==> src/sv/stt_pkg.sv <==
`timescale 1ns / 1ps
`default_nettype none
// ----------------------------------------------------------------------------
// stt_pkg
// Shared types and codes of the software timer table unit.
// ----------------------------------------------------------------------------
package stt_pkg;

  localparam logic [2:0] ACT_TICK    = 3'd0;
  localparam logic [2:0] ACT_REG     = 3'd1;
  localparam logic [2:0] ACT_DEL     = 3'd2;
  localparam logic [2:0] ACT_EN      = 3'd3;
  localparam logic [2:0] ACT_DIS     = 3'd4;
  localparam logic [2:0] ACT_SERVICE = 3'd5;

  localparam int MAX_RESULTS = 8;
  localparam int NFW         = $clog2(MAX_RESULTS + 1);

  typedef struct packed {
    logic [2:0]  action;
    logic [2:0]  slot_index;
    logic [31:0] period_ms;
    logic        loop_mode;
    logic        has_handler;
  } stt_in_t;

  typedef struct packed {
    logic       ok;
    logic [2:0] result_index;
    logic       fired;
    logic       last;
  } stt_out_t;

  typedef enum logic [1:0] {
    CNT_DEC,
    CNT_RELOAD,
    CNT_ZERO,
    CNT_PERIOD
  } cnt_src_t;

  typedef struct packed {
    logic     wr_count;
    logic     wr_reload;
    cnt_src_t src;
  } cu_ctl_t;

endpackage
`default_nettype wire

==> src/sv/stt_count_unit.sv <==
`timescale 1ns / 1ps
`default_nettype none
// ----------------------------------------------------------------------------
// stt_count_unit
// Reload and countdown memories; shared decrement, reload, clear, load path.
// ----------------------------------------------------------------------------
module stt_count_unit
  import stt_pkg::*;
#(
  parameter int SLOTS = 8
) (
  input  wire logic                                  clk,
  input  wire logic [((SLOTS > 1) ? $clog2(SLOTS) : 1)-1:0] rd_addr,
  input  wire logic [((SLOTS > 1) ? $clog2(SLOTS) : 1)-1:0] wr_addr,
  input  wire cu_ctl_t                               ctl,
  input  wire logic [31:0]                           period_i,
  output logic                                       count_zero_o
);

  logic [31:0] reload_mem [SLOTS];
  logic [31:0] count_mem  [SLOTS];
  logic [31:0] rd_reload_q;
  logic [31:0] rd_count_q;
  logic [31:0] count_wdata;

  always_comb begin
    case (ctl.src)
      CNT_DEC:    count_wdata = rd_count_q - 32'd1;
      CNT_RELOAD: count_wdata = rd_reload_q;
      CNT_ZERO:   count_wdata = '0;
      default:    count_wdata = period_i;
    endcase
  end

  assign count_zero_o = (rd_count_q == '0);

  always_ff @(posedge clk) begin
    if (ctl.wr_count) begin
      count_mem[wr_addr] <= count_wdata;
    end
    if (ctl.wr_reload) begin
      reload_mem[wr_addr] <= period_i;
    end
    rd_reload_q <= reload_mem[rd_addr];
    rd_count_q  <= count_mem[rd_addr];
  end

endmodule
`default_nettype wire

==> src/sv/software_timer_table_unit.sv <==
`timescale 1ns / 1ps
`default_nettype none
// ----------------------------------------------------------------------------
// software_timer_table_unit
// Timer slot table driven by tick, register, delete, enable, disable and
// service commands; a small sequencer visits one slot per unstalled cycle.
// ----------------------------------------------------------------------------
// One command is taken at a time. A tick sweeps all slots through the shared
// countdown unit, one slot a cycle with a registered memory read ahead of the
// update; a final step sends the result. Register scans the flags for the
// first free slot; service scans slots up to the eighth fired one, holding
// while the result side stalls, and sends one beat per fired slot, at most
// eight. Delete, enable and disable pass the single-slot and final states. No
// clearing pass is needed after reset: a per-slot flag marks a loaded reload
// value, and entries without it are never used.
// ----------------------------------------------------------------------------
module software_timer_table_unit
  import stt_pkg::*;
#(
  parameter int SLOTS = 8
) (
  input  wire logic     clk,
  input  wire logic     rst_n,
  input  wire logic     in_valid,
  output logic          in_stall,
  input  wire stt_in_t  in_data,
  output logic          out_valid,
  input  wire logic     out_stall,
  output stt_out_t      out_data
);

  localparam int IW = (SLOTS > 1) ? $clog2(SLOTS) : 1;
  localparam int CW = $clog2(SLOTS + 1);

  typedef enum logic [1:0] {
    S_IDLE,
    S_SWEEP,
    S_SINGLE,
    S_FIN
  } state_t;

  localparam stt_out_t RES_NONE = '{ok: 1'b0, result_index: 3'd0, fired: 1'b0, last: 1'b1};

  state_t          state_r, state_nxt;
  logic [2:0]      act_r, act_nxt;
  logic [IW-1:0]   sel_r, sel_nxt;
  logic            in_range_r, in_range_nxt;
  logic [31:0]     period_r, period_nxt;
  logic            loop_r, loop_nxt;
  logic            hnd_r, hnd_nxt;
  logic [CW-1:0]   idx_r, idx_nxt;
  logic            ex_v_r, ex_v_nxt;
  logic [IW-1:0]   ex_idx_r, ex_idx_nxt;
  logic            held_v_r, held_v_nxt;
  logic [IW-1:0]   held_idx_r, held_idx_nxt;
  logic [NFW-1:0]  nfound_r, nfound_nxt;
  logic [SLOTS-1:0] active_r, active_nxt;
  logic [SLOTS-1:0] periodic_r, periodic_nxt;
  logic [SLOTS-1:0] pending_r, pending_nxt;
  logic [SLOTS-1:0] handled_r, handled_nxt;
  logic [SLOTS-1:0] nz_r, nz_nxt;
  stt_out_t        fin_r, fin_nxt;
  logic            out_valid_r, out_valid_nxt;
  stt_out_t        out_r, out_nxt;

  logic [IW-1:0]   rd_addr;
  logic [IW-1:0]   wr_addr;
  cu_ctl_t         cu_ctl;
  logic            count_zero;
  logic [IW-1:0]   cur;
  logic [IW-1:0]   in_sel;
  logic [IW+2:0]   in_sel_ext;
  logic            last_slot;
  logic            out_free;
  logic            elig;
  logic            ok;

  function automatic logic [2:0] ridx(input logic [IW-1:0] i);
    logic [IW+2:0] e;
    e = (IW + 3)'(i);
    return e[2:0];
  endfunction

  stt_count_unit #(
    .SLOTS (SLOTS)
  ) u_cu (
    .clk          (clk),
    .rd_addr      (rd_addr),
    .wr_addr      (wr_addr),
    .ctl          (cu_ctl),
    .period_i     (period_r),
    .count_zero_o (count_zero)
  );

  assign cur        = idx_r[IW-1:0];
  assign in_sel_ext = (IW + 3)'(in_data.slot_index);
  assign in_sel     = in_sel_ext[IW-1:0];
  assign last_slot  = (idx_r == CW'(SLOTS - 1));
  assign out_free   = !out_valid_r || !out_stall;
  assign elig       = active_r[cur] && handled_r[cur] && pending_r[cur];

  assign in_stall  = (state_r != S_IDLE);
  assign out_valid = out_valid_r;
  assign out_data  = out_r;

  always_comb begin
    state_nxt     = state_r;
    act_nxt       = act_r;
    sel_nxt       = sel_r;
    in_range_nxt  = in_range_r;
    period_nxt    = period_r;
    loop_nxt      = loop_r;
    hnd_nxt       = hnd_r;
    idx_nxt       = idx_r;
    ex_v_nxt      = ex_v_r;
    ex_idx_nxt    = ex_idx_r;
    held_v_nxt    = held_v_r;
    held_idx_nxt  = held_idx_r;
    nfound_nxt    = nfound_r;
    active_nxt    = active_r;
    periodic_nxt  = periodic_r;
    pending_nxt   = pending_r;
    handled_nxt   = handled_r;
    nz_nxt        = nz_r;
    fin_nxt       = fin_r;
    out_valid_nxt = out_valid_r && out_stall;
    out_nxt       = out_r;
    cu_ctl        = '{wr_count: 1'b0, wr_reload: 1'b0, src: CNT_DEC};
    rd_addr       = cur;
    wr_addr       = ex_idx_r;
    ok            = 1'b0;

    unique case (state_r)
      S_IDLE: begin
        // read ahead at the requested slot so enable has the reload next cycle
        rd_addr = in_sel;
        if (in_valid) begin
          act_nxt      = in_data.action;
          sel_nxt      = in_sel;
          in_range_nxt = ({29'b0, in_data.slot_index} < 32'(SLOTS));
          period_nxt   = in_data.period_ms;
          loop_nxt     = in_data.loop_mode;
          hnd_nxt      = in_data.has_handler;
          idx_nxt      = '0;
          ex_v_nxt     = 1'b0;
          held_v_nxt   = 1'b0;
          nfound_nxt   = '0;
          fin_nxt      = RES_NONE;
          case (in_data.action) inside
            ACT_TICK, ACT_SERVICE: state_nxt = S_SWEEP;
            ACT_REG: state_nxt = (in_data.period_ms != '0) ? S_SWEEP : S_FIN;
            ACT_DEL, ACT_EN, ACT_DIS: state_nxt = S_SINGLE;
            default: state_nxt = S_FIN;
          endcase
        end
      end

      S_SWEEP: begin
        case (act_r)
          ACT_TICK: begin
            // update stage works on the slot read in the previous cycle
            if (ex_v_r && active_r[ex_idx_r] && nz_r[ex_idx_r]) begin
              if (!count_zero) begin
                cu_ctl.wr_count = 1'b1;
                cu_ctl.src      = CNT_DEC;
              end else begin
                pending_nxt[ex_idx_r] = 1'b1;
                if (periodic_r[ex_idx_r]) begin
                  cu_ctl.wr_count = 1'b1;
                  cu_ctl.src      = CNT_RELOAD;
                end
              end
            end
            if (idx_r == CW'(SLOTS)) begin
              ex_v_nxt  = 1'b0;
              fin_nxt   = RES_NONE;
              state_nxt = S_FIN;
            end else begin
              ex_v_nxt   = 1'b1;
              ex_idx_nxt = cur;
              idx_nxt    = idx_r + CW'(1);
            end
          end

          ACT_REG: begin
            wr_addr = cur;
            if (!active_r[cur] && !nz_r[cur]) begin
              cu_ctl            = '{wr_count: 1'b1, wr_reload: 1'b1, src: CNT_PERIOD};
              active_nxt[cur]   = 1'b1;
              periodic_nxt[cur] = loop_r;
              pending_nxt[cur]  = 1'b0;
              handled_nxt[cur]  = hnd_r;
              nz_nxt[cur]       = 1'b1;
              fin_nxt           = '{ok: 1'b1, result_index: ridx(cur), fired: 1'b0,
                                    last: 1'b1};
              state_nxt         = S_FIN;
            end else if (last_slot) begin
              fin_nxt   = RES_NONE;
              state_nxt = S_FIN;
            end else begin
              idx_nxt = idx_r + CW'(1);
            end
          end

          default: begin
            // service: hold the newest fired slot until we know if it is last
            if (!(elig && held_v_r && !out_free)) begin
              if (elig) begin
                pending_nxt[cur] = 1'b0;
                if (!periodic_r[cur]) begin
                  active_nxt[cur] = 1'b0;
                end
                if (held_v_r) begin
                  out_valid_nxt = 1'b1;
                  out_nxt       = '{ok: 1'b0, result_index: ridx(held_idx_r), fired: 1'b1,
                                    last: 1'b0};
                end
                held_v_nxt   = 1'b1;
                held_idx_nxt = cur;
                nfound_nxt   = nfound_r + NFW'(1);
              end
              if ((elig && nfound_r == NFW'(MAX_RESULTS - 1)) || last_slot) begin
                if (elig || held_v_r) begin
                  fin_nxt = '{ok: 1'b0, result_index: ridx(elig ? cur : held_idx_r),
                              fired: 1'b1, last: 1'b1};
                end else begin
                  fin_nxt = RES_NONE;
                end
                state_nxt = S_FIN;
              end else begin
                idx_nxt = idx_r + CW'(1);
              end
            end
          end
        endcase
      end

      S_SINGLE: begin
        wr_addr = sel_r;
        case (act_r)
          ACT_DEL: begin
            ok = in_range_r && active_r[sel_r] && nz_r[sel_r];
            if (ok) begin
              active_nxt[sel_r]   = 1'b0;
              periodic_nxt[sel_r] = 1'b0;
              pending_nxt[sel_r]  = 1'b0;
              handled_nxt[sel_r]  = 1'b0;
              nz_nxt[sel_r]       = 1'b0;
            end
          end
          ACT_EN: begin
            ok = in_range_r && nz_r[sel_r];
            if (ok) begin
              cu_ctl.wr_count    = 1'b1;
              cu_ctl.src         = CNT_RELOAD;
              pending_nxt[sel_r] = 1'b0;
              active_nxt[sel_r]  = 1'b1;
            end
          end
          default: begin
            ok = in_range_r && nz_r[sel_r];
            if (ok) begin
              cu_ctl.wr_count    = 1'b1;
              cu_ctl.src         = CNT_ZERO;
              pending_nxt[sel_r] = 1'b0;
              active_nxt[sel_r]  = 1'b0;
            end
          end
        endcase
        fin_nxt   = '{ok: ok, result_index: 3'd0, fired: 1'b0, last: 1'b1};
        state_nxt = S_FIN;
      end

      S_FIN: begin
        if (out_free) begin
          out_valid_nxt = 1'b1;
          out_nxt       = fin_r;
          state_nxt     = S_IDLE;
        end
      end

      default: state_nxt = S_IDLE;
    endcase
  end

  always_ff @(posedge clk) begin
    if (!rst_n) begin
      state_r     <= S_IDLE;
      idx_r       <= '0;
      ex_v_r      <= 1'b0;
      held_v_r    <= 1'b0;
      nfound_r    <= '0;
      active_r    <= '0;
      periodic_r  <= '0;
      pending_r   <= '0;
      handled_r   <= '0;
      nz_r        <= '0;
      out_valid_r <= 1'b0;
    end else begin
      state_r     <= state_nxt;
      idx_r       <= idx_nxt;
      ex_v_r      <= ex_v_nxt;
      held_v_r    <= held_v_nxt;
      nfound_r    <= nfound_nxt;
      active_r    <= active_nxt;
      periodic_r  <= periodic_nxt;
      pending_r   <= pending_nxt;
      handled_r   <= handled_nxt;
      nz_r        <= nz_nxt;
      out_valid_r <= out_valid_nxt;
    end
    act_r      <= act_nxt;
    sel_r      <= sel_nxt;
    in_range_r <= in_range_nxt;
    period_r   <= period_nxt;
    loop_r     <= loop_nxt;
    hnd_r      <= hnd_nxt;
    ex_idx_r   <= ex_idx_nxt;
    held_idx_r <= held_idx_nxt;
    fin_r      <= fin_nxt;
    out_r      <= out_nxt;
  end

  // an accepted command always leaves the block busy in the next cycle
  assert property (@(posedge clk) disable iff (!rst_n)
    (in_valid && !in_stall) |=> in_stall)
    else $error("block ready right after accepting a command");

  // only slots with a loaded reload value can be active or pending
  assert property (@(posedge clk) disable iff (!rst_n)
    ((active_r & ~nz_r) == '0) && ((pending_r & ~nz_r) == '0))
    else $error("active or pending slot without reload value");

  // service never reports more than the beat limit
  assert property (@(posedge clk) disable iff (!rst_n)
    nfound_r <= NFW'(MAX_RESULTS))
    else $error("service found count past limit");

  // result beats are only produced by the sweep or the final step
  assert property (@(posedge clk) disable iff (!rst_n)
    (out_valid_r && !$past(out_valid_r)) |-> ($past(state_r) == S_FIN
      || $past(state_r) == S_SWEEP))
    else $error("result beat raised outside sweep or final step");

endmodule
`default_nettype wire

==> config.mk <==
export PLATFORM = sky130hd
export DESIGN_NAME = software_timer_table_unit
export DESIGN_NICKNAME = d
export VERILOG_FILES = /design/src/sv/stt_pkg.sv /design/src/sv/stt_count_unit.sv /design/src/sv/software_timer_table_unit.sv
export SDC_FILE = /design/constraint.sdc
export NUM_CORES = 1
export LEC_CHECK = 0
export BUFFER_PORTS_ARGS = -buffer_cell sky130_fd_sc_hd__buf_2
export CAP_MARGIN = 20
export CORE_MARGIN = 2
export CORE_UTILIZATION = 65
export DETAILED_ROUTE_END_ITERATION = 16
export PLACE_DENSITY = 0.94
export SLEW_MARGIN = 0
export SYNTH_ARGS = -nofsm -noshare
export SYNTH_HDL_FRONTEND = slang
export SYNTH_SLANG_ARGS = --single-unit
==> constraint.sdc <==
create_clock -name clk -period 6.8 [get_ports clk]
set_input_delay 1.02 -clock clk [delete_from_list [all_inputs] [get_ports clk]]
set_output_delay 1.02 -clock clk [all_outputs]
set_load 0.01 [all_outputs]
### Word-level counts from Yosys, hierarchy flattened

Memories as Yosys holds them, arrays and structs flattened. A register that Yosys moved wholly into a read port is not among the register bits.
Index checks and enable logic that the tools add are counted.

| word-level totals | value |
|---|---|
| bits in writable memories | 512 |
| word-level logic and storage cells | 291 |
| memories | 2 |
| input bits | 44 |
| output and inout bits | 8 |
| register bits | 111 |

Memories:

| name | words | bits a word | rd ports | clocked after Yosys merged registers in | wr ports | line | RTL |
|---|---|---|---|---|---|---|---|
| u_cu.count_mem | 8 | 32 | 1 | 1 | 1 | stt_count_unit.sv:21 | `logic [31:0] count_mem [SLOTS];` |
| u_cu.reload_mem | 8 | 32 | 1 | 1 | 1 | stt_count_unit.sv:20 | `logic [31:0] reload_mem [SLOTS];` |

| cells by class | value |
|---|---|
| muxes and demuxes | 145 |
| equal/unequal tests | 46 |
| bitwise logic cells | 16 |
| add/subtract/negate cells | 3 |
| $lt $le $gt $ge | 6 |
| reduce and logical (&&, ||, !) cells | 47 |

Operator list:

| kind | number |
|---|---|
| $mux W8 | 27 |
| $pmux W8 S2 | 8 |
| $pmux W32 S3 | 1 |
| $mux W6 | 11 |
| $and A8 B8 Y8 | 7 |
| $mux W1 | 41 |
| $mux W4 | 10 |
| $logic_not A32 Y1 | 1 |
| $or A8 B8 Y8 | 4 |
| $reduce_bool A32 Y1 | 1 |
| $sub A32 B1 Y32 const B | 1 |
| $bmux W1 S3 | 10 |
| $ne A3 B3 Y1 const B | 9 |
| $pmux W4 S2 | 3 |
| $pmux W6 S2 | 2 |
| $mux W2 | 11 |
| $ne A2 B2 Y1 const B | 9 |
| $pmux W6 S3 | 1 |
| $reduce_and A6 Y1 | 3 |
| $bwmux W8 | 2 |
| $ne A4 B2 Y1 const B | 4 |
| $not A8 Y8 | 2 |
| $pmux W2 S2 | 4 |
| $logic_and A1 B1 Y1 | 13 |
| 34 further kinds | 78 |

### Logic depth before layout (Yosys ltp)

| logic depth | value |
|---|---|
| word-level depth | 11 |
| depth in mapped cells | 11 |
| gate-level depth less buffers | 9 |

### Modules after synthesis

A second synthesis with hierarchy kept.

| unflattened totals | value |
|---|---|
| cell total of the unflattened synthesis | 1605 |
| area, all modules | 27597.7 µm² |

By module, submodules not included:

| module | area each (µm²) | cells an instance | times used | sequential area each (µm²) |
|---|---|---|---|---|
| stt_count_unit | 21820.9 | 1022 | 1 | 16656.0 |
| software_timer_table_unit | 5776.8 | 583 | 1 | 2772.7 |

### Worst setup path before layout

No wires, ideal clock.

| timing | value |
|---|---|
| kind | register to register |
| start point | reg idx_r[0] |
| end point | mem u_cu.count_mem[1][0], enable pin |
| path slack | 2.758 ns |
| clock period less this slack | 4.042 ns |
| cell stages (with the launch flop) | 9 |
| setup time | 0.421 ns |
| data required time | 6.379 ns |
| arrival time | 3.621 ns |
| buffers on the path | 1 |
| cell sequence | dfxtp_1 -> buf_4 -> mux4_2 -> mux2i_4 -> nand4b_1 -> o21ai_0 -> o21bai_1 -> or3b_2 -> nor2_1 |

| between the ends | value |
|---|---|
| longest elaborated chain between the ends | 9 |
| elaborated cells on any way between the ends | 14 |
| those cells by class | mux (11); reduce/logical (3) |

Ends and longest elaborated chain:

| item | line | RTL |
|---|---|---|
| start: declaration | software_timer_table_unit.sv:51 | `logic [CW-1:0] idx_r, idx_nxt;` |
| start signal: assignment | software_timer_table_unit.sv:301 | `idx_r <= idx_nxt;` |
| $bmux W1 S3 | software_timer_table_unit.sv:187 | `if (!active_r[cur] && !nz_r[cur]) begin` |
| $mux W1 (not written as such) | software_timer_table_unit.sv:187 |  |
| $logic_not A1 Y1 | software_timer_table_unit.sv:187 |  |
| $logic_and A1 B1 Y1 | software_timer_table_unit.sv:187 |  |
| $mux W4 | software_timer_table_unit.sv:187 |  |
| $pmux W1 S2 | software_timer_table_unit.sv:159 | `case (act_r)` |
| $pmux W1 S2 | software_timer_table_unit.sv:133 | `unique case (state_r)` |
| $mux W1 | stt_count_unit.sv:38 | `if (ctl.wr_count) begin` |
| $mux W1 (not written as such) | stt_count_unit.sv:39 | `count_mem[wr_addr] <= count_wdata;` |
| end: declaration | stt_count_unit.sv:21 |  |

Several ways; a longest one is shown, not always the timed one. The select of a mux whose other input is x is not followed.

### Worst setup path in the final report

| timing | value |
|---|---|
| start point | reg idx_r[0] |
| end point | mem u_cu.count_mem[1][9] (data pin) |

| between the ends | value |
|---|---|
| longest elaborated chain between the ends | 9 |
| elaborated cells on any way between the ends | 14 |
| those cells by class | eq/ne (2); mux (8); reduce/logical (4) |

Ends and longest elaborated chain:

| item | line | RTL |
|---|---|---|
| $bmux W1 S3 | software_timer_table_unit.sv:187 |  |
| $mux W1 (not written as such) | software_timer_table_unit.sv:187 |  |
| $logic_not A1 Y1 | software_timer_table_unit.sv:187 |  |
| $logic_and A1 B1 Y1 (*) | software_timer_table_unit.sv:187 |  |
| $mux W4 (*) | software_timer_table_unit.sv:187 |  |
| $pmux W2 S2 (*) | software_timer_table_unit.sv:159 |  |
| $pmux W2 S2 (*) | software_timer_table_unit.sv:133 |  |
| $eq A2 B2 Y1 (tied with other cells) | stt_count_unit.sv:27 | `case (ctl.src)` |
| $pmux W32 S3 (*) | stt_count_unit.sv:27 |  |
| named net u_cu.count_wdata[9] | stt_count_unit.sv:24 | `logic [31:0] count_wdata;` |

The timed path passes the listed nets; every way through them passes the cells marked *. The select of a mux whose other input is x is not followed.

==> impl_metrics.ini <==
[clock_network]
h-tree-depth = 3
numCtsBuffers = 66
cts.sinks = 686
cts_setup_buffers = 0
cts_resized = 0
path_clk_slew_ns = 0.07
ctsLongestPathBuffers = 3
cts_hold_buf = 0
clk_latency_ns = 0.61
cts_tree = built
clock_tree.root_cell = clkbuf_16

[worst_setup_path]
cp-start-kind = flip-flop
rrSetupSlack_ns = 2.07
r2r_start = idx_r[0]
rr_worst_depth = 8
cp_data_arrival_time_ns = 4.98
timing.rr.end = u_cu.count_mem[1][9]
cp-end-kind = flip-flop
crit_type = flip-flop to flip-flop
crit_path_max_fanout = 29
crit_required_ns = 7.06

[placement]
hpwl_mm = 38.8
io_buffers = 51
place_area_sq_mm = 0.0285
dp_cells = 2091
place.gp.congestion = 0.912
pre_cts_ws_ns = 2.11

[sta]
min_period_ns = 4.73
worst_slew_pin_slew_ns = 1.12
fin_ws_ns = 2.07
tns_ns = 0
slew_violations = 0
worst_slew_margin_rel_pct = 25.1
hold_violations = 0
rsz0062_at_grt = false
fmax_mhz = 211
finClkSkew_ns = 0.0395
period_share_pct = 69.5
finalSetupViolations = 0

[cells_and_area]
finalNonFillerCells = 2223
stdcell_area_sq_mm = 0.0309
syn2layout_area_growth_pct = 11.4
drive_gt1_share_pct = 26.1
nets = 1681

[run_status]
status = finished clean

[grt]
grt_pass1_wl_mm = 104
grt-ovfl-total = 0
grt_usage_pct = 32.4
grt_start_max_net_pins = 129
antenna_found_initial = 5
grt_pass1_vias = 16239

[logic_synthesis]
synthArstFlopShare_pct = 0
synth_top_cell_by_area = edfxtp_1
yosysUniqueCellTypes = 86
synth_top_cells_by_count = 569 x edfxtp_1, 138 x mux4_2, 117 x dfxtp_1
netlist_area_sq_mm = 0.0277
yosys_register_bits = 686
synth_area_leaders = edfxtp_1 62%, mux4_2 11%, dfxtp_1 8.5%
syn_area_per_cell_sq_um = 17.7
postSynthCellCount = 1564
syn-num-nets = 1617
synth_ff_type = edfxtp_1
yosysMostFrequentCell = edfxtp_1
synth_top_area_share_pct = 61.7
ys_seq_area_share_pct = 70.2
synth-warning-count = 0
synth_edf_count = 569

[power]
design_power_total_mw = 12.4
p_leak_nw = 9.97
powerDensity_mw_per_mm2 = 402
peakVddDrop_v = 0.000492

[worst_hold_path]
worstHoldStart = handled_r[7]
min_to = handled_r[7]
hold_depth = 1
min_path_type = flip-flop to flip-flop

[run]
drv_cap = 0

[floorplan]
ios = 52
row_count = 75
initial_core_util_pct = 65.9
die_x_um = 210
die_y_um = 210
coreArea_sq_mm = 0.0420
dieArea_sq_mm = 0.0443

[detailed_routing]
drt_iter0_drc = 2699
antenna_left = 0
vias = 16330
post_drt_wl_per_cell_um = 32.1
drt-total-wl_mm = 71.4
drc = 0
viasPerCell = 7.35
firstDrtPassIters = 7
==> metrics by stage <==
| step | hold WS, ns | util [%] |
|---|---|---|
| 3_3_place_gp | 0.441 | 67.7 |
| 2_1_floorplan | 0.409 | - |
| 4_1_cts | 0.480 | 73.0 |
| 6_report | 0.478 | 73.4 |
| 5_1_grt | 0.493 | 73.4 |
| 3_5_place_dp | 0.460 | 67.9 |
==> area by class of cell <==
type	count	area [sq um]
Multi-Input combinational cell	771	7860
Timing Repair Buffer	81	651
Fill cell	2219	11200
Clock inverter	24	241
Clock buffer	97	1900
Inverter	22	82.6
Antenna cell	3	7.51
Tap cell	539	674
Sequential cell	686	19400
==> registers in the layout, summed over array words and instances (netlist names), 2 cells and up, named ones only <==
register / flops
ex_idx_r: 3
out_data: 6
handled_r: 8
fin_r: 5
pending_r: 8
u_cu.count_mem: 256
act_r: 3
held_idx_r: 3
state_r: 2
u_cu.rd_count_q: 32
sel_r: 3
idx_r: 4
nfound_r: 4
period_r: 32
u_cu.rd_reload_q: 32
u_cu.reload_mem: 256
periodic_r: 8
nz_r: 8
==> per-layer routing <==
metal  vias to the layer above  wire length (um)  track usage [%]
met5                         -                 0                0
met2                      1424             34000             51.2
met4                         0              3720             14.8
met3                       288              8710             7.03
met1                      8139             25000             44.2
li1                       6479                 -                -
==> how the worst max path moves through the flow <==
| stage | startpoint | endpoint | slack [ns] | depth (start not counted) |
|---|---|---|---|---|
| 2_1_floorplan | idx_r[0] | u_cu.count_mem[1][0] | 2.76 | 8 |
| 3_3_place_gp | idx_r[0] | u_cu.count_mem[0][18] | 2.24 | 7 |
| 3_5_place_dp | idx_r[0] | u_cu.count_mem[1][18] | 2.11 | 7 |
| 4_1_cts | idx_r[0] | u_cu.count_mem[1][23] | 2.04 | 7 |
| 5_1_grt | idx_r[0] | u_cu.count_mem[3][9] | 1.90 | 8 |
| 6_report | idx_r[0] | u_cu.count_mem[1][9] | 2.07 | 8 |
==> cells by family after synthesis <==
kind of cell             share of synthesized area, %
XOR/XNOR                                        0.980
buffers and inverters                            2.06
flip-flops                                       70.2
multiplexers                                     16.0
AND/OR/NAND/NOR                                  5.21
AO/OA/AOI/OAI                                    5.15
adder cells (fa/ha/maj)                         0.407
==> cell usage in the layout, fill, tap and decap left out, types with 11 or more instances in the layout <==
| cell | Yosys | final |
|---|---|---|
| nand2b_1 | 11 | 11 |
| nor4_1 | 18 | 18 |
| o22ai_1 | 45 | 45 |
| mux2i_1 | 50 | 47 |
| nand3_1 | 29 | 29 |
| xnor2_1 | 22 | 22 |
| o21ai_0 | 26 | 26 |
| buf_4 | 2 | 17 |
| buf_2 | 10 | 51 |
| mux2_2 | 72 | 72 |
| a21oi_1 | 24 | 24 |
| edfxtp_1 | 569 | 569 |
| nor2_4 | 0 | 16 |
| dfxtp_1 | 117 | 117 |
| buf_12 | 1 | 12 |
| clkbuf_16 | 0 | 69 |
| nor2_1 | 61 | 45 |
| mux4_2 | 138 | 138 |
| a32o_1 | 19 | 19 |
| clkbuf_1 | 43 | 21 |
| nor3_1 | 13 | 13 |
| nand2_1 | 77 | 77 |
| inv_1 | 20 | 20 |
==> critical path, stage by stage (launching register included) <==
cell,delay (ns)
dfxtp_1,0.92
inv_1,0.49
a32oi_1,0.47
nand4b_1,0.46
o21ai_4,0.56
buf_4,0.51
o21a_1,0.17
buf_4,0.38
o22ai_1,0.33
==> where the power goes <==
group / switching [mW] / total [mW] / internal [mW] / leakage, nW
Sequential: 0.377 / 5.64 / 5.26 / 6.11
Combinational: 1.81 / 3.09 / 1.28 / 2.82
Clock: 1.59 / 3.67 / 2.08 / 1.04
Power figures use the tool's default switching activity.
